<file path="src/scps_pkg.sv">
`timescale 1ns / 1ps

package scps_pkg;

  // row geometry and fixed point format
  localparam int ROW_PIXELS = 96;
  localparam int FRAC_BITS  = 14;

  // field widths
  localparam int PIX_W    = 8;
  localparam int JUNC_W   = 7;
  localparam int GAIN_W   = 16;
  localparam int SPEED_W  = 7;
  localparam int PWM_W    = 11;
  localparam int DATA_W   = 16;
  localparam int REG_IDX_W = 3;

  // row accumulator widths
  localparam int X_W    = $clog2(ROW_PIXELS + 1);
  localparam int CNT_W  = X_W;
  localparam int SUM_W  = $clog2(ROW_PIXELS * (ROW_PIXELS - 1) / 2 + 1);
  localparam int CMP_W  = (CNT_W > JUNC_W) ? CNT_W : JUNC_W;

  // centroid divider widths
  localparam int DEN_W  = $clog2(ROW_PIXELS * ROW_PIXELS + 1);
  localparam int DIFF_W = DEN_W + 2;
  localparam int NUM_W  = DEN_W + FRAC_BITS + 1;
  localparam int Q_W    = FRAC_BITS + 1;
  localparam int DCNT_W = $clog2(NUM_W + 1);

  // pid widths
  localparam int POS_W     = FRAC_BITS + 2;
  localparam int DERIV_W   = POS_W + 1;
  localparam int INTEG_W   = FRAC_BITS + 9;
  localparam int PROD_W    = GAIN_W + INTEG_W;
  localparam int ACC_W     = PROD_W + 2;
  localparam int CTL_SHIFT = FRAC_BITS + 8;
  localparam int CTL_W     = CTL_SHIFT + 2;
  localparam int SCALED_W  = CTL_W + 7;
  localparam int STEER_W   = 8;
  localparam int SPWM_W    = PWM_W + 1;

  // constants of the control law
  localparam int LOST_W      = 4;
  localparam int LOST_LIMIT  = 10;
  localparam int LOST_MAX    = 15;
  localparam int INTEG_LIMIT = 100;
  localparam int STEER_LIMIT = 100;
  localparam int SPEED_MAX   = 100;
  localparam int PWM_CENTER  = 1500;
  localparam int PWM_STEP    = 5;

  // queue between front and back
  localparam int QUEUE_DEPTH = 2;
  localparam int QPTR_W      = (QUEUE_DEPTH > 1) ? $clog2(QUEUE_DEPTH) : 1;
  localparam int QFILL_W     = $clog2(QUEUE_DEPTH + 1);

  // register indexes
  localparam logic [REG_IDX_W-1:0] REG_PIXEL_THRESHOLD = 3'd0;
  localparam logic [REG_IDX_W-1:0] REG_JUNCTION_COUNT  = 3'd1;
  localparam logic [REG_IDX_W-1:0] REG_GAIN_P          = 3'd2;
  localparam logic [REG_IDX_W-1:0] REG_GAIN_I          = 3'd3;
  localparam logic [REG_IDX_W-1:0] REG_GAIN_D          = 3'd4;
  localparam logic [REG_IDX_W-1:0] REG_BASE_SPEED      = 3'd5;

  typedef struct packed {
    logic [PIX_W-1:0]         pixel_threshold;
    logic [JUNC_W-1:0]        junction_count;
    logic signed [GAIN_W-1:0] gain_p;
    logic signed [GAIN_W-1:0] gain_i;
    logic signed [GAIN_W-1:0] gain_d;
    logic [SPEED_W-1:0]       base_speed;
  } cfg_t;

  // one finished row as handed from front to back
  typedef struct packed {
    logic [SUM_W-1:0] sum;
    logic [CNT_W-1:0] count;
    logic             clr;
  } row_t;

endpackage

</file>
<file path="src/scps_if.sv">
`timescale 1ns / 1ps

interface scps_pix_if;
  logic       valid;
  logic       ready;
  logic [7:0] pixel;
  logic       row_end;
  logic       start_run;

  modport source (output valid, pixel, row_end, start_run, input ready);
  modport sink   (input valid, pixel, row_end, start_run, output ready);
endinterface

interface scps_res_if;
  logic               valid;
  logic               ready;
  logic [10:0]        throttle_pwm;
  logic [10:0]        steering_pwm;
  logic signed [15:0] line_position;
  logic               line_found;
  logic               stop_request;
  logic               end_latched_out;

  modport source (output valid, throttle_pwm, steering_pwm, line_position, line_found,
                  stop_request, end_latched_out, input ready);
  modport sink   (input valid, throttle_pwm, steering_pwm, line_position, line_found,
                  stop_request, end_latched_out, output ready);
endinterface

</file>
<file path="src/scps_front.sv">
`timescale 1ns / 1ps

module scps_front import scps_pkg::*; (
  input  logic             clk,
  input  logic             rst,
  scps_pix_if.sink         pix,
  input  logic [PIX_W-1:0] threshold,
  input  logic             q_full,
  output logic             q_push,
  output row_t             q_entry
);

  logic [X_W-1:0]   x_counter;
  logic [SUM_W-1:0] position_sum;
  logic [CNT_W-1:0] lit_count;
  logic             clr_pend;

  logic [X_W-1:0]   x_counter_next;
  logic [SUM_W-1:0] position_sum_next;
  logic [CNT_W-1:0] lit_count_next;
  logic             clr_pend_next;
  logic             in_row;
  logic             lit;
  logic             accept;

  assign pix.ready = !q_full;
  assign accept    = pix.valid && pix.ready;

  always_comb begin
    in_row            = x_counter < X_W'(ROW_PIXELS);
    lit               = in_row && (pix.pixel > threshold);
    position_sum_next = lit ? position_sum + SUM_W'(x_counter) : position_sum;
    lit_count_next    = lit ? lit_count + CNT_W'(1) : lit_count;
    x_counter_next    = in_row ? x_counter + X_W'(1) : x_counter;
    // a run restart anywhere in the row applies before that row is evaluated
    clr_pend_next     = clr_pend || pix.start_run;
  end

  assign q_push  = accept && pix.row_end;
  assign q_entry = '{sum: position_sum_next, count: lit_count_next, clr: clr_pend_next};

  always_ff @(posedge clk) begin
    if (rst) begin
      x_counter    <= '0;
      position_sum <= '0;
      lit_count    <= '0;
      clr_pend     <= 1'b0;
    end else if (accept) begin
      if (pix.row_end) begin
        x_counter    <= '0;
        position_sum <= '0;
        lit_count    <= '0;
        clr_pend     <= 1'b0;
      end else begin
        x_counter    <= x_counter_next;
        position_sum <= position_sum_next;
        lit_count    <= lit_count_next;
        clr_pend     <= clr_pend_next;
      end
    end
  end

endmodule

</file>
<file path="src/scps_fifo.sv">
`timescale 1ns / 1ps

module scps_fifo import scps_pkg::*; (
  input  logic clk,
  input  logic rst,
  input  logic push,
  input  row_t push_data,
  output logic full,
  input  logic pop,
  output logic not_empty,
  output row_t head
);

  row_t               slots [QUEUE_DEPTH];
  logic [QPTR_W-1:0]  wr_ptr;
  logic [QPTR_W-1:0]  rd_ptr;
  logic [QFILL_W-1:0] fill;

  assign full      = fill == QFILL_W'(QUEUE_DEPTH);
  assign not_empty = fill != '0;
  assign head      = slots[rd_ptr];

  always_ff @(posedge clk) begin
    if (push) begin
      slots[wr_ptr] <= push_data;
    end
  end

  always_ff @(posedge clk) begin
    if (rst) begin
      wr_ptr <= '0;
      rd_ptr <= '0;
      fill   <= '0;
    end else begin
      if (push) begin
        wr_ptr <= (wr_ptr == QPTR_W'(QUEUE_DEPTH - 1)) ? '0 : wr_ptr + QPTR_W'(1);
      end
      if (pop) begin
        rd_ptr <= (rd_ptr == QPTR_W'(QUEUE_DEPTH - 1)) ? '0 : rd_ptr + QPTR_W'(1);
      end
      if (push && !pop) begin
        fill <= fill + QFILL_W'(1);
      end else if (pop && !push) begin
        fill <= fill - QFILL_W'(1);
      end
    end
  end

endmodule

</file>
<file path="src/scps_div.sv">
`timescale 1ns / 1ps

module scps_div import scps_pkg::*; (
  input  logic             clk,
  input  logic             rst,
  input  logic             start,
  input  logic [NUM_W-1:0] dividend,
  input  logic [DEN_W-1:0] divisor,
  output logic             done,
  output logic [Q_W-1:0]   quotient
);

  // restoring division, one quotient bit per cycle
  logic [DEN_W-1:0]  rem;
  logic [NUM_W-1:0]  quo;
  logic [DEN_W-1:0]  den;
  logic [DCNT_W-1:0] steps;
  logic              busy;

  logic [DEN_W:0]    trial;
  logic              fits;
  logic [DEN_W:0]    trial_sub;

  always_comb begin
    trial     = {rem, quo[NUM_W-1]};
    fits      = trial >= {1'b0, den};
    trial_sub = trial - {1'b0, den};
  end

  assign quotient = quo[Q_W-1:0];

  always_ff @(posedge clk) begin
    if (rst) begin
      busy  <= 1'b0;
      done  <= 1'b0;
      steps <= '0;
    end else begin
      done <= 1'b0;
      if (start) begin
        busy  <= 1'b1;
        steps <= DCNT_W'(NUM_W);
      end else if (busy) begin
        steps <= steps - DCNT_W'(1);
        if (steps == DCNT_W'(1)) begin
          busy <= 1'b0;
          done <= 1'b1;
        end
      end
    end
  end

  always_ff @(posedge clk) begin
    if (start) begin
      rem <= '0;
      quo <= dividend;
      den <= divisor;
    end else if (busy) begin
      rem <= fits ? trial_sub[DEN_W-1:0] : trial[DEN_W-1:0];
      quo <= {quo[NUM_W-2:0], fits};
    end
  end

endmodule

</file>
<file path="src/scps_back.sv">
`timescale 1ns / 1ps

module scps_back import scps_pkg::*; (
  input  logic       clk,
  input  logic       rst,
  input  cfg_t       cfg,
  input  logic       q_valid,
  input  row_t       q_head,
  output logic       q_pop,
  scps_res_if.source res
);

  localparam logic [2:0] ST_IDLE  = 3'd0;
  localparam logic [2:0] ST_PREP  = 3'd1;
  localparam logic [2:0] ST_DIV   = 3'd2;
  localparam logic [2:0] ST_PID   = 3'd3;
  localparam logic [2:0] ST_MAC   = 3'd4;
  localparam logic [2:0] ST_CLAMP = 3'd5;
  localparam logic [2:0] ST_SCALE = 3'd6;
  localparam logic [2:0] ST_OUT   = 3'd7;

  localparam logic [1:0] MAC_P    = 2'd0;
  localparam logic [1:0] MAC_I    = 2'd1;
  localparam logic [1:0] MAC_D    = 2'd2;
  localparam logic [1:0] MAC_LAST = 2'd3;

  localparam logic [Q_W-1:0] ONE = {1'b1, {FRAC_BITS{1'b0}}};
  localparam logic signed [INTEG_W-1:0] INTEG_HI = INTEG_W'(INTEG_LIMIT) << FRAC_BITS;
  localparam logic signed [INTEG_W-1:0] INTEG_LO = -INTEG_HI;
  localparam logic signed [ACC_W-1:0] CTL_HI =
    {{(ACC_W - CTL_SHIFT - 1){1'b0}}, 1'b1, {CTL_SHIFT{1'b0}}};
  localparam logic signed [ACC_W-1:0] CTL_LO = -CTL_HI;
  localparam logic signed [SCALED_W-1:0] TRUNC_BIAS =
    {{(SCALED_W - CTL_SHIFT){1'b0}}, {CTL_SHIFT{1'b1}}};

  logic [2:0]                 state;
  logic [LOST_W-1:0]          lost_frames;
  logic                       end_latch;
  logic signed [INTEG_W-1:0]  error_integral;
  logic signed [POS_W-1:0]    previous_error;

  logic [SUM_W-1:0]           row_sum;
  logic [DEN_W-1:0]           den;
  logic                       neg;
  logic                       found;
  logic                       stop;
  logic signed [POS_W-1:0]    pos;
  logic signed [INTEG_W-1:0]  integ_used;
  logic signed [DERIV_W-1:0]  deriv;
  logic [1:0]                 step;
  logic signed [PROD_W-1:0]   prod;
  logic signed [ACC_W-1:0]    acc;
  logic signed [CTL_W-1:0]    ctl_c;
  logic signed [SCALED_W-1:0] scaled;

  // row classification
  logic [LOST_W-1:0]          eff_lost;
  logic                       eff_end;
  logic [LOST_W-1:0]          lost_inc;
  logic                       junction;

  // centroid set-up
  logic signed [DIFF_W-1:0]   diff;
  logic [DIFF_W-1:0]          mag;
  logic [NUM_W-1:0]           dividend;
  logic                       div_start;
  logic                       div_done;
  logic [Q_W-1:0]             quotient;
  logic [Q_W-1:0]             q_clamped;

  // pid
  logic signed [INTEG_W-1:0]  integ_sum;
  logic signed [GAIN_W-1:0]   mul_a;
  logic signed [INTEG_W-1:0]  mul_b;

  // output mapping
  logic signed [SCALED_W-1:0] scaled_adj;
  logic signed [SCALED_W-1:0] steer_wide;
  logic signed [STEER_W-1:0]  steer;
  logic signed [SPWM_W-1:0]   steer_pwm;
  logic [SPEED_W-1:0]         speed;
  logic [PWM_W-1:0]           thr_pwm;
  logic                       out_free;

  always_comb begin
    eff_lost = q_head.clr ? '0 : lost_frames;
    eff_end  = q_head.clr ? 1'b0 : end_latch;
    lost_inc = (eff_lost < LOST_W'(LOST_MAX)) ? eff_lost + LOST_W'(1) : eff_lost;
    junction = CMP_W'(q_head.count) > CMP_W'(cfg.junction_count);
  end

  always_comb begin
    diff      = signed'(DIFF_W'({row_sum, 1'b0})) - signed'(DIFF_W'(den));
    mag       = diff[DIFF_W-1] ? DIFF_W'(-diff) : DIFF_W'(diff);
    // rounding to nearest: half the divisor added up front
    dividend  = {mag[DEN_W-1:0], {FRAC_BITS{1'b0}}} + NUM_W'(den >> 1);
    div_start = state == ST_PREP;
    q_clamped = (quotient > ONE) ? ONE : quotient;
  end

  always_comb begin
    integ_sum = error_integral + INTEG_W'(pos);
    unique case (step)
      MAC_P: begin
        mul_a = cfg.gain_p;
        mul_b = INTEG_W'(pos);
      end
      MAC_I: begin
        mul_a = cfg.gain_i;
        mul_b = integ_used;
      end
      MAC_D: begin
        mul_a = cfg.gain_d;
        mul_b = INTEG_W'(deriv);
      end
      default: begin
        mul_a = '0;
        mul_b = '0;
      end
    endcase
  end

  always_comb begin
    // division by a power of two that truncates toward zero
    scaled_adj = scaled + (scaled[SCALED_W-1] ? TRUNC_BIAS : '0);
    steer_wide = scaled_adj >>> CTL_SHIFT;
    steer      = steer_wide[STEER_W-1:0];
    steer_pwm  = SPWM_W'(PWM_CENTER) + SPWM_W'(steer) * SPWM_W'(PWM_STEP);
    speed      = (cfg.base_speed > SPEED_W'(SPEED_MAX)) ? SPEED_W'(SPEED_MAX) : cfg.base_speed;
    thr_pwm    = PWM_W'(PWM_CENTER) + PWM_W'(speed) * PWM_W'(PWM_STEP);
    out_free   = !res.valid || res.ready;
  end

  assign q_pop = (state == ST_IDLE) && q_valid;

  scps_div u_div (
    .clk      (clk),
    .rst      (rst),
    .start    (div_start),
    .dividend (dividend),
    .divisor  (den),
    .done     (div_done),
    .quotient (quotient)
  );

  always_ff @(posedge clk) begin
    if (rst) begin
      state          <= ST_IDLE;
      lost_frames    <= '0;
      end_latch      <= 1'b0;
      error_integral <= '0;
      previous_error <= '0;
      res.valid      <= 1'b0;
    end else begin
      // in ST_OUT the output register is reloaded whenever it frees
      if (res.valid && res.ready && (state != ST_OUT)) begin
        res.valid <= 1'b0;
      end
      unique case (state)
        ST_IDLE: begin
          if (q_valid) begin
            if (q_head.clr) begin
              error_integral <= '0;
              previous_error <= '0;
            end
            found   <= 1'b0;
            stop    <= 1'b0;
            pos     <= '0;
            row_sum <= q_head.sum;
            den     <= DEN_W'(q_head.count) * DEN_W'(ROW_PIXELS);
            priority if (q_head.count == '0) begin
              lost_frames <= lost_inc;
              if (lost_inc >= LOST_W'(LOST_LIMIT) && !eff_end) begin
                end_latch <= 1'b1;
                stop      <= 1'b1;
              end else begin
                end_latch <= eff_end;
              end
              state <= ST_PID;
            end else if (junction && !eff_end) begin
              lost_frames <= eff_lost;
              end_latch   <= 1'b1;
              stop        <= 1'b1;
              state       <= ST_PID;
            end else begin
              lost_frames <= '0;
              end_latch   <= eff_end;
              found       <= 1'b1;
              state       <= ST_PREP;
            end
          end
        end
        ST_PREP: begin
          neg   <= diff[DIFF_W-1];
          state <= ST_DIV;
        end
        ST_DIV: begin
          if (div_done) begin
            pos   <= neg ? -POS_W'(q_clamped) : POS_W'(q_clamped);
            state <= ST_PID;
          end
        end
        ST_PID: begin
          integ_used     <= integ_sum;
          // clamped for the next row, the control term uses it unclamped
          error_integral <= (integ_sum > INTEG_HI) ? INTEG_HI :
                            (integ_sum < INTEG_LO) ? INTEG_LO : integ_sum;
          deriv          <= DERIV_W'(pos) - DERIV_W'(previous_error);
          previous_error <= pos;
          step           <= MAC_P;
          acc            <= '0;
          state          <= ST_MAC;
        end
        ST_MAC: begin
          prod <= mul_a * mul_b;
          if (step != MAC_P) begin
            acc <= acc + ACC_W'(prod);
          end
          step <= step + 2'd1;
          if (step == MAC_LAST) begin
            state <= ST_CLAMP;
          end
        end
        ST_CLAMP: begin
          // beyond this range the steering saturates anyway
          ctl_c <= (acc > CTL_HI) ? CTL_W'(CTL_HI) :
                   (acc < CTL_LO) ? CTL_W'(CTL_LO) : acc[CTL_W-1:0];
          state <= ST_SCALE;
        end
        ST_SCALE: begin
          scaled <= SCALED_W'(ctl_c) * SCALED_W'(STEER_LIMIT);
          state  <= ST_OUT;
        end
        ST_OUT: begin
          if (out_free) begin
            res.valid           <= 1'b1;
            res.throttle_pwm    <= thr_pwm;
            res.steering_pwm    <= steer_pwm[PWM_W-1:0];
            res.line_position   <= pos;
            res.line_found      <= found;
            res.stop_request    <= stop;
            res.end_latched_out <= end_latch;
            state               <= ST_IDLE;
          end
        end
        default: begin
          state <= ST_IDLE;
        end
      endcase
    end
  end

endmodule

</file>
<file path="src/scanline_centroid_pid_steer.sv">
`timescale 1ns / 1ps

// Line follower steering from camera scan rows.
// pix channel: one grayscale pixel per request, left to right, row_end on the
// last pixel of a row, start_run to restart the run (pid, lost count, end
// latch) before that row is evaluated. Pixels past ROW_PIXELS are ignored.
// res channel: one request per row, carrying throttle and steering pulse
// widths, the Q2.14 line position and the found / stop / end flags.
// Configuration: write_en, reg_index and write_data write one register a cycle.
// Throughput: one pixel per cycle while pix.ready is high. The row
// accumulator hands each finished row to a two-entry queue; the row
// processor's time for a row with a line is dominated by the 29-step
// bit-serial centroid divider, which an empty or junction row skips.
// pix.ready drops only while the queue is full.
// Path: a row with a line goes from ST_IDLE through ST_PREP, ST_DIV, ST_PID,
// ST_MAC, ST_CLAMP and ST_SCALE to ST_OUT; an empty or junction row skips to ST_PID.
// Receiver stall: the result is held in the output register; the processor
// waits there, the queue fills, and then pix.ready drops until space frees.
// Reset (rst, synchronous): registers return to their defaults, accumulators
// and run state clear, no result is pending.
module scanline_centroid_pid_steer import scps_pkg::*; (
  input  logic                 clk,
  input  logic                 rst,
  scps_pix_if.sink             pix,
  scps_res_if.source           res,
  input  logic                 write_en,
  input  logic [REG_IDX_W-1:0] reg_index,
  input  logic [DATA_W-1:0]    write_data
);

  cfg_t cfg;
  logic q_full;
  logic q_push;
  row_t q_entry;
  logic q_pop;
  logic q_valid;
  row_t q_head;

  always_ff @(posedge clk) begin
    if (rst) begin
      cfg.pixel_threshold <= PIX_W'(128);
      cfg.junction_count  <= JUNC_W'(48);
      cfg.gain_p          <= GAIN_W'(256);
      cfg.gain_i          <= '0;
      cfg.gain_d          <= '0;
      cfg.base_speed      <= SPEED_W'(50);
    end else if (write_en) begin
      unique case (reg_index)
        REG_PIXEL_THRESHOLD: cfg.pixel_threshold <= write_data[PIX_W-1:0];
        REG_JUNCTION_COUNT:  cfg.junction_count  <= write_data[JUNC_W-1:0];
        REG_GAIN_P:          cfg.gain_p          <= write_data[GAIN_W-1:0];
        REG_GAIN_I:          cfg.gain_i          <= write_data[GAIN_W-1:0];
        REG_GAIN_D:          cfg.gain_d          <= write_data[GAIN_W-1:0];
        REG_BASE_SPEED:      cfg.base_speed      <= write_data[SPEED_W-1:0];
        default: ;
      endcase
    end
  end

  scps_front u_front (
    .clk       (clk),
    .rst       (rst),
    .pix       (pix),
    .threshold (cfg.pixel_threshold),
    .q_full    (q_full),
    .q_push    (q_push),
    .q_entry   (q_entry)
  );

  scps_fifo u_fifo (
    .clk       (clk),
    .rst       (rst),
    .push      (q_push),
    .push_data (q_entry),
    .full      (q_full),
    .pop       (q_pop),
    .not_empty (q_valid),
    .head      (q_head)
  );

  scps_back u_back (
    .clk     (clk),
    .rst     (rst),
    .cfg     (cfg),
    .q_valid (q_valid),
    .q_head  (q_head),
    .q_pop   (q_pop),
    .res     (res)
  );

endmodule

</file>
<file path="src/flat_wrapper.sv">
// flat-port wrapper written by rule: the top's interface ports become plain ports
module scanline_centroid_pid_steer_flat import scps_pkg::*;
  (clk, rst, write_en, reg_index, write_data, pix_valid, pix_pixel, pix_row_end, pix_start_run, pix_ready, res_valid, res_throttle_pwm, res_steering_pwm, res_line_position, res_line_found, res_stop_request, res_end_latched_out, res_ready);
  scps_pix_if pix_i ();
  scps_res_if res_i ();
  input  logic clk;
  input  logic rst;
  input  logic write_en;
  input  logic [REG_IDX_W-1:0] reg_index;
  input  logic [DATA_W-1:0] write_data;
  input wire logic [$bits(pix_i.valid)-1:0] pix_valid;
  input wire logic [$bits(pix_i.pixel)-1:0] pix_pixel;
  input wire logic [$bits(pix_i.row_end)-1:0] pix_row_end;
  input wire logic [$bits(pix_i.start_run)-1:0] pix_start_run;
  output wire logic [$bits(pix_i.ready)-1:0] pix_ready;
  output wire logic [$bits(res_i.valid)-1:0] res_valid;
  output wire logic [$bits(res_i.throttle_pwm)-1:0] res_throttle_pwm;
  output wire logic [$bits(res_i.steering_pwm)-1:0] res_steering_pwm;
  output wire logic [$bits(res_i.line_position)-1:0] res_line_position;
  output wire logic [$bits(res_i.line_found)-1:0] res_line_found;
  output wire logic [$bits(res_i.stop_request)-1:0] res_stop_request;
  output wire logic [$bits(res_i.end_latched_out)-1:0] res_end_latched_out;
  input wire logic [$bits(res_i.ready)-1:0] res_ready;
  assign pix_i.valid = pix_valid;
  assign pix_i.pixel = pix_pixel;
  assign pix_i.row_end = pix_row_end;
  assign pix_i.start_run = pix_start_run;
  assign pix_ready = pix_i.ready;
  assign res_valid = res_i.valid;
  assign res_throttle_pwm = res_i.throttle_pwm;
  assign res_steering_pwm = res_i.steering_pwm;
  assign res_line_position = res_i.line_position;
  assign res_line_found = res_i.line_found;
  assign res_stop_request = res_i.stop_request;
  assign res_end_latched_out = res_i.end_latched_out;
  assign res_i.ready = res_ready;
  scanline_centroid_pid_steer u_core (.clk(clk), .rst(rst), .pix(pix_i), .res(res_i), .write_en(write_en), .reg_index(reg_index), .write_data(write_data));
endmodule
</file>
<file path="config.mk">
export PLATFORM = sky130hd
export DESIGN_NAME = scanline_centroid_pid_steer_flat
export DESIGN_NICKNAME = d
export VERILOG_FILES = /design/src/scps_pkg.sv /design/src/scps_if.sv /design/src/scps_front.sv /design/src/scps_fifo.sv /design/src/scps_div.sv /design/src/scps_back.sv /design/src/scanline_centroid_pid_steer.sv /design/src/flat_wrapper.sv
export SDC_FILE = /design/constraint.sdc
export NUM_CORES = 2
export LEC_CHECK = 0
export ABC_AREA = 1
export BUFFER_PORTS_ARGS = -buffer_cell sky130_fd_sc_hd__buf_4
export CORE_ASPECT_RATIO = 1.4
export CORE_MARGIN = 8
export CORE_UTILIZATION = 37
export CTS_BUF_LIST = sky130_fd_sc_hd__clkbuf_4 sky130_fd_sc_hd__clkbuf_8
export DETAILED_ROUTE_END_ITERATION = 8
export MAX_ROUTING_LAYER = met4
export SKIP_LAST_GASP = 1
export SLEW_MARGIN = 30
export SYNTH_ARGS = -nofsm -noshare
export SYNTH_HDL_FRONTEND = slang
export SYNTH_SLANG_ARGS = --single-unit
export TNS_END_PERCENT = 50
</file>
<file path="constraint.sdc">
create_clock -name clk -period 9.5 [get_ports clk]
set_input_delay 1.9 -clock clk [delete_from_list [all_inputs] [get_ports clk]]
set_output_delay 1.9 -clock clk [all_outputs]
set_load 0.01 [all_outputs]
</file>
==> metrics.txt <==
# TYPE chip_impl_metric gauge
chip_impl_metric{name="finalMaxSlewViolations",unit=""} 0
chip_impl_metric{name="die_area",unit="sq um"} 131000
chip_impl_metric{name="placementRows",unit=""} 150
chip_impl_metric{name="timing_worst_slew_pin_value",unit="ns"} 1.01
chip_impl_metric{name="synthesis.instances",unit=""} 5307
chip_impl_metric{name="post_cts_setup_bufs",unit=""} 0
chip_impl_info{name="criticalPathCategory",value="flip-flop to flip-flop"} 1
chip_impl_metric{name="grt_pass1_wl",unit="microns"} 198000
chip_impl_metric{name="final_area",unit="sq um"} 48700
chip_impl_info{name="clock_tree_from_tritoncts",value="done"} 1
chip_impl_info{name="synthDominantAreaCellType",value="sky130_fd_sc_hd__edfxtp_1"} 1
chip_impl_metric{name="setup_viol",unit=""} 0
chip_impl_metric{name="timing.clock.skew",unit="ns"} 0.0376
chip_impl_metric{name="groute.usage.overall",unit=""} 0.198
chip_impl_metric{name="yosys_warnings",unit=""} 0
chip_impl_metric{name="core_area",unit="sq um"} 119000
chip_impl_metric{name="period_minus_slack",unit="ns"} 8.73
chip_impl_metric{name="final.period_utilization",unit=""} 0.919
chip_impl_metric{name="syn_avg_cell_area",unit="sq um"} 8.31
chip_impl_info{name="critical_path_startpoint_category",value="flip-flop"} 1
chip_impl_metric{name="timing.critical_path.required",unit="ns"} 9.95
chip_impl_metric{name="avgViaCountPerCell",unit=""} 4.93
chip_impl_metric{name="ys_seq_elements",unit=""} 509
chip_impl_metric{name="post_synthesis_sequential_area_ratio",unit=""} 0.308
chip_impl_metric{name="place.detailed.hpwl",unit="microns"} 103000
chip_impl_info{name="critPathMostFrequentCell",value="sky130_fd_sc_hd__nand2_1"} 1
chip_impl_metric{name="initial_core_util",unit=""} 0.371
chip_impl_metric{name="synth_net_count",unit=""} 6101
chip_impl_metric{name="summed_negative_setup_slack_over_all_endpoints",unit="ns"} 0
chip_impl_metric{name="grt_overflow_total",unit=""} 0
chip_impl_metric{name="maximum_number_of_pins_on_one_net_before_global_route_repair",unit=""} 82
chip_impl_metric{name="ctsHoldBuffers",unit=""} 0
chip_impl_metric{name="peakVddDrop",unit="uV"} 135
chip_impl_metric{name="floorplan.die.width",unit="microns"} 308
chip_impl_metric{name="vias_in_the_first_global_route",unit=""} 36100
chip_impl_metric{name="drt_iter0_markers",unit=""} 2181
chip_impl_info{name="outcome",value="completed"} 1
chip_impl_metric{name="num_ports",unit=""} 77
chip_impl_metric{name="routed_wire_length_per_instance",unit="microns"} 17.8
chip_impl_metric{name="hold_viol_final",unit=""} 0
chip_impl_metric{name="route.antenna.remaining_nets",unit=""} 0
chip_impl_metric{name="place_area",unit="sq um"} 46800
chip_impl_metric{name="drive_gt1_frac",unit=""} 0.0734
chip_impl_info{name="worst_setup_path_end_kind",value="flip-flop"} 1
chip_impl_metric{name="drcViolationCount",unit=""} 0
chip_impl_metric{name="dr.pass1.iters",unit=""} 8
chip_impl_info{name="ys_dominant_reg_cell",value="sky130_fd_sc_hd__edfxtp_1"} 1
chip_impl_metric{name="final_gp_congestion",unit=""} 1.03
chip_impl_metric{name="worst-endpoint-arrival",unit="ns"} 9.18
chip_impl_metric{name="yosysUniqueCellTypes",unit=""} 58
chip_impl_info{name="synth_top_cells_by_area",value="sky130_fd_sc_hd__edfxtp_1 (23%), sky130_fd_sc_hd__fa_1 (18%), sky130_fd_sc_hd__ha_1 (10%), sky130_fd_sc_hd__inv_1 (9.0%), sky130_fd_sc_hd__nand2_1 (8.9%)"} 1
chip_impl_metric{name="ctsHtreeMaxLevel",unit=""} 3
chip_impl_metric{name="area_growth_syn_to_layout",unit="%"} 10.5
chip_impl_metric{name="vertical_die_dimension",unit="microns"} 424
chip_impl_metric{name="synth_enable_flop_cells",unit=""} 337
chip_impl_metric{name="maxCapViolCount",unit=""} 0
chip_impl_metric{name="cellLeakagePower",unit="uW"} 0.0229
chip_impl_info{name="grt_setup_unrepaired",value="no"} 1
chip_impl_metric{name="critPathMaxFanout",unit=""} 17
chip_impl_metric{name="synth_async_sr_flop_share",unit=""} 0
chip_impl_metric{name="power_per_cell_area",unit="nW/um^2"} 157
chip_impl_metric{name="clkTransAtPathRegs",unit="ns"} 0.06
chip_impl_metric{name="fmaxAchievable",unit="MHz"} 115
chip_impl_metric{name="worstSkewPairLatency",unit="ns"} 0.73
chip_impl_metric{name="syn_area",unit="sq um"} 44100
chip_impl_metric{name="number_of_antenna_violations_at_the_first_check_in_global_routing",unit=""} 8
chip_impl_info{name="root_buffer_cell",value="sky130_fd_sc_hd__clkbuf_8"} 1
chip_impl_metric{name="slew-limit-headroom",unit=""} 0.323
chip_impl_metric{name="critical-path-max-stage-delay",unit="ns"} 0.65
chip_impl_metric{name="cts-root-to-sink-buffers",unit=""} 3
chip_impl_metric{name="port_buffers",unit=""} 76
chip_impl_metric{name="yosysTopAreaCellShare",unit=""} 0.229
chip_impl_info{name="worstHoldPathType",value="flip-flop to flip-flop"} 1
chip_impl_metric{name="vias",unit=""} 35000
chip_impl_metric{name="routed_wirelength",unit="microns"} 127000
chip_impl_metric{name="cts_buffers",unit=""} 90
chip_impl_metric{name="cts_repair_resize_count",unit=""} 0
chip_impl_metric{name="cts.sinks",unit=""} 509
chip_impl_metric{name="net_count_of_the_finished_layout",unit=""} 6224
chip_impl_info{name="critical_path.slowest_cell",value="sky130_fd_sc_hd__ha_1"} 1
-- where the power goes --
group,switching (uW),leakage (uW),internal [uW]
Combinational,1730,0.0174,825
Clock,972,0.00102,1200
Sequential,204,0.00451,2750
Total,2900,0.0229,4770
-- synthesized netlist by cell type (22+ instances only) --
library cell,number
sky130_fd_sc_hd__a21oi_1,340
sky130_fd_sc_hd__a21oi_2,23
sky130_fd_sc_hd__clkbuf_1,89
sky130_fd_sc_hd__dfxtp_1,172
sky130_fd_sc_hd__edfxtp_1,337
sky130_fd_sc_hd__fa_1,398
sky130_fd_sc_hd__ha_1,362
sky130_fd_sc_hd__inv_1,1052
sky130_fd_sc_hd__nand2_1,1045
sky130_fd_sc_hd__nand2_2,40
sky130_fd_sc_hd__nand3_1,135
sky130_fd_sc_hd__nand4_1,40
sky130_fd_sc_hd__nor2_1,570
sky130_fd_sc_hd__nor3_1,38
sky130_fd_sc_hd__nor4_1,22
sky130_fd_sc_hd__o211ai_1,31
sky130_fd_sc_hd__o21ai_0,254
sky130_fd_sc_hd__xnor2_1,47
sky130_fd_sc_hd__xor2_1,107
-- cell usage in the layout, fill, tap and decap left out, types with 19 or more instances in the layout --
master	netlist	routed
sky130_fd_sc_hd__inv_1	1052	1051
sky130_fd_sc_hd__nand2_1	1045	1045
sky130_fd_sc_hd__nor2_1	570	563
sky130_fd_sc_hd__fa_1	398	398
sky130_fd_sc_hd__ha_1	362	362
sky130_fd_sc_hd__a21oi_1	340	339
sky130_fd_sc_hd__edfxtp_1	337	337
sky130_fd_sc_hd__o21ai_0	254	253
sky130_fd_sc_hd__dfxtp_1	172	172
sky130_fd_sc_hd__nand3_1	135	135
sky130_fd_sc_hd__buf_4	0	130
sky130_fd_sc_hd__xor2_1	107	107
sky130_fd_sc_hd__clkbuf_8	0	104
sky130_fd_sc_hd__xnor2_1	47	47
sky130_fd_sc_hd__nand2_2	40	40
sky130_fd_sc_hd__nand4_1	40	40
sky130_fd_sc_hd__nor3_1	38	37
sky130_fd_sc_hd__o211ai_1	31	31
sky130_fd_sc_hd__a21oi_2	23	23
sky130_fd_sc_hd__clkinv_1	9	23
sky130_fd_sc_hd__nor4_1	22	22
sky130_fd_sc_hd__clkbuf_4	0	21
sky130_fd_sc_hd__a31oi_1	19	19
sky130_fd_sc_hd__clkinv_2	0	19
-- area by class of cell --
class,instances,area [sq um]
fill,12000,70100
multi-input combinational,3626,26200
sequential,509,13600
inverter,1071,4020
tap,1596,2000
clock buffer,125,1590
timing repair buffer,132,1030
clock inverter,42,315
antenna,9,22.5
-- metal layers --
metal	global-route usage	share of wire	up-vias
li1	-	-	17100
met1	0.210	0.38	16700
met2	0.357	0.51	878
met3	0.0290	0.048	310
met5	-	0	-
met4	0.101	0.059	0
-- path summary, 6_finish.rpt --
path / startpoint / depth (start not counted) / end / slack [ns]
min reg2reg: u_core.u_back.stop$_DFFE_PP_ / 0 / u_core.u_back.res.stop_request$_DFFE_PP_ / 0.43
max: u_core.u_back.step[0]$_SDFFCE_PN0P_ / 29 / u_core.u_back.prod[35]$_DFFE_PP_ / 0.77
min: u_core.u_back.stop$_DFFE_PP_ / 0 / u_core.u_back.res.stop_request$_DFFE_PP_ / 0.43
max reg2reg: u_core.u_back.step[0]$_SDFFCE_PN0P_ / 29 / u_core.u_back.prod[35]$_DFFE_PP_ / 0.77
-- cell families (layout without fill, tap and decap cells) --
logic type	after synthesis	after routing	synth area share
AO/OA/AOI/OAI	773	773	0.0979
other	0	9	0
buffers and inverters	1172	1370	0.100
AND/OR/NAND/NOR	1938	1938	0.180
flip-flops	509	509	0.308
adder cells (fa/ha/maj)	760	760	0.283
XOR/XNOR	155	155	0.0310
-- sequential cells by signal (all words and copies together) (netlist names), 14 cells and up, named ones only --
name,flops
u_core.u_back.ctl_c,24
u_core.u_back.pos,16
u_core.u_back.res.line_position,16
u_core.u_back.u_div.quo,29
u_core.u_back.integ_used,23
u_core.u_back.error_integral,23
u_core.u_back.acc,41
u_core.u_back.u_div.rem,14
u_core.cfg,70
u_core.u_back.deriv,17
u_core.u_back.scaled,29
u_core.u_back.previous_error,16
u_core.u_back.prod,39
u_core.u_fifo.slots,42
-- per-stage QoR --
step | setup WS, ns | hold WS [ns] | util | cells | power (uW)
final | 0.770 | 0.428 | 0.410 | 7110 | 7670
after global routing | 0.450 | 0.438 | 0.410 | 7110 | 8210
after CTS | 0.793 | 0.430 | 0.410 | 7101 | 7770
after detailed placement | 0.792 | 0.414 | 0.394 | 6934 | 5550
after global placement | 0.903 | 0.404 | 0.393 | 6932 | 5530
after floorplan | 2.53 | 0.400 | - | 5307 | 4770
-- critical path, delay by kind of cell, from the launching register on --
family,cells,cell delay [ns]
adder cells (fa/ha/maj),8,4.09
buffers and inverters,7,1.15
XOR/XNOR,1,0.06
AO/OA/AOI/OAI,1,0.16
flip-flops,1,0.44
AND/OR/NAND/NOR,12,2.53
Note: power is estimated with default switching activity, not from simulation.
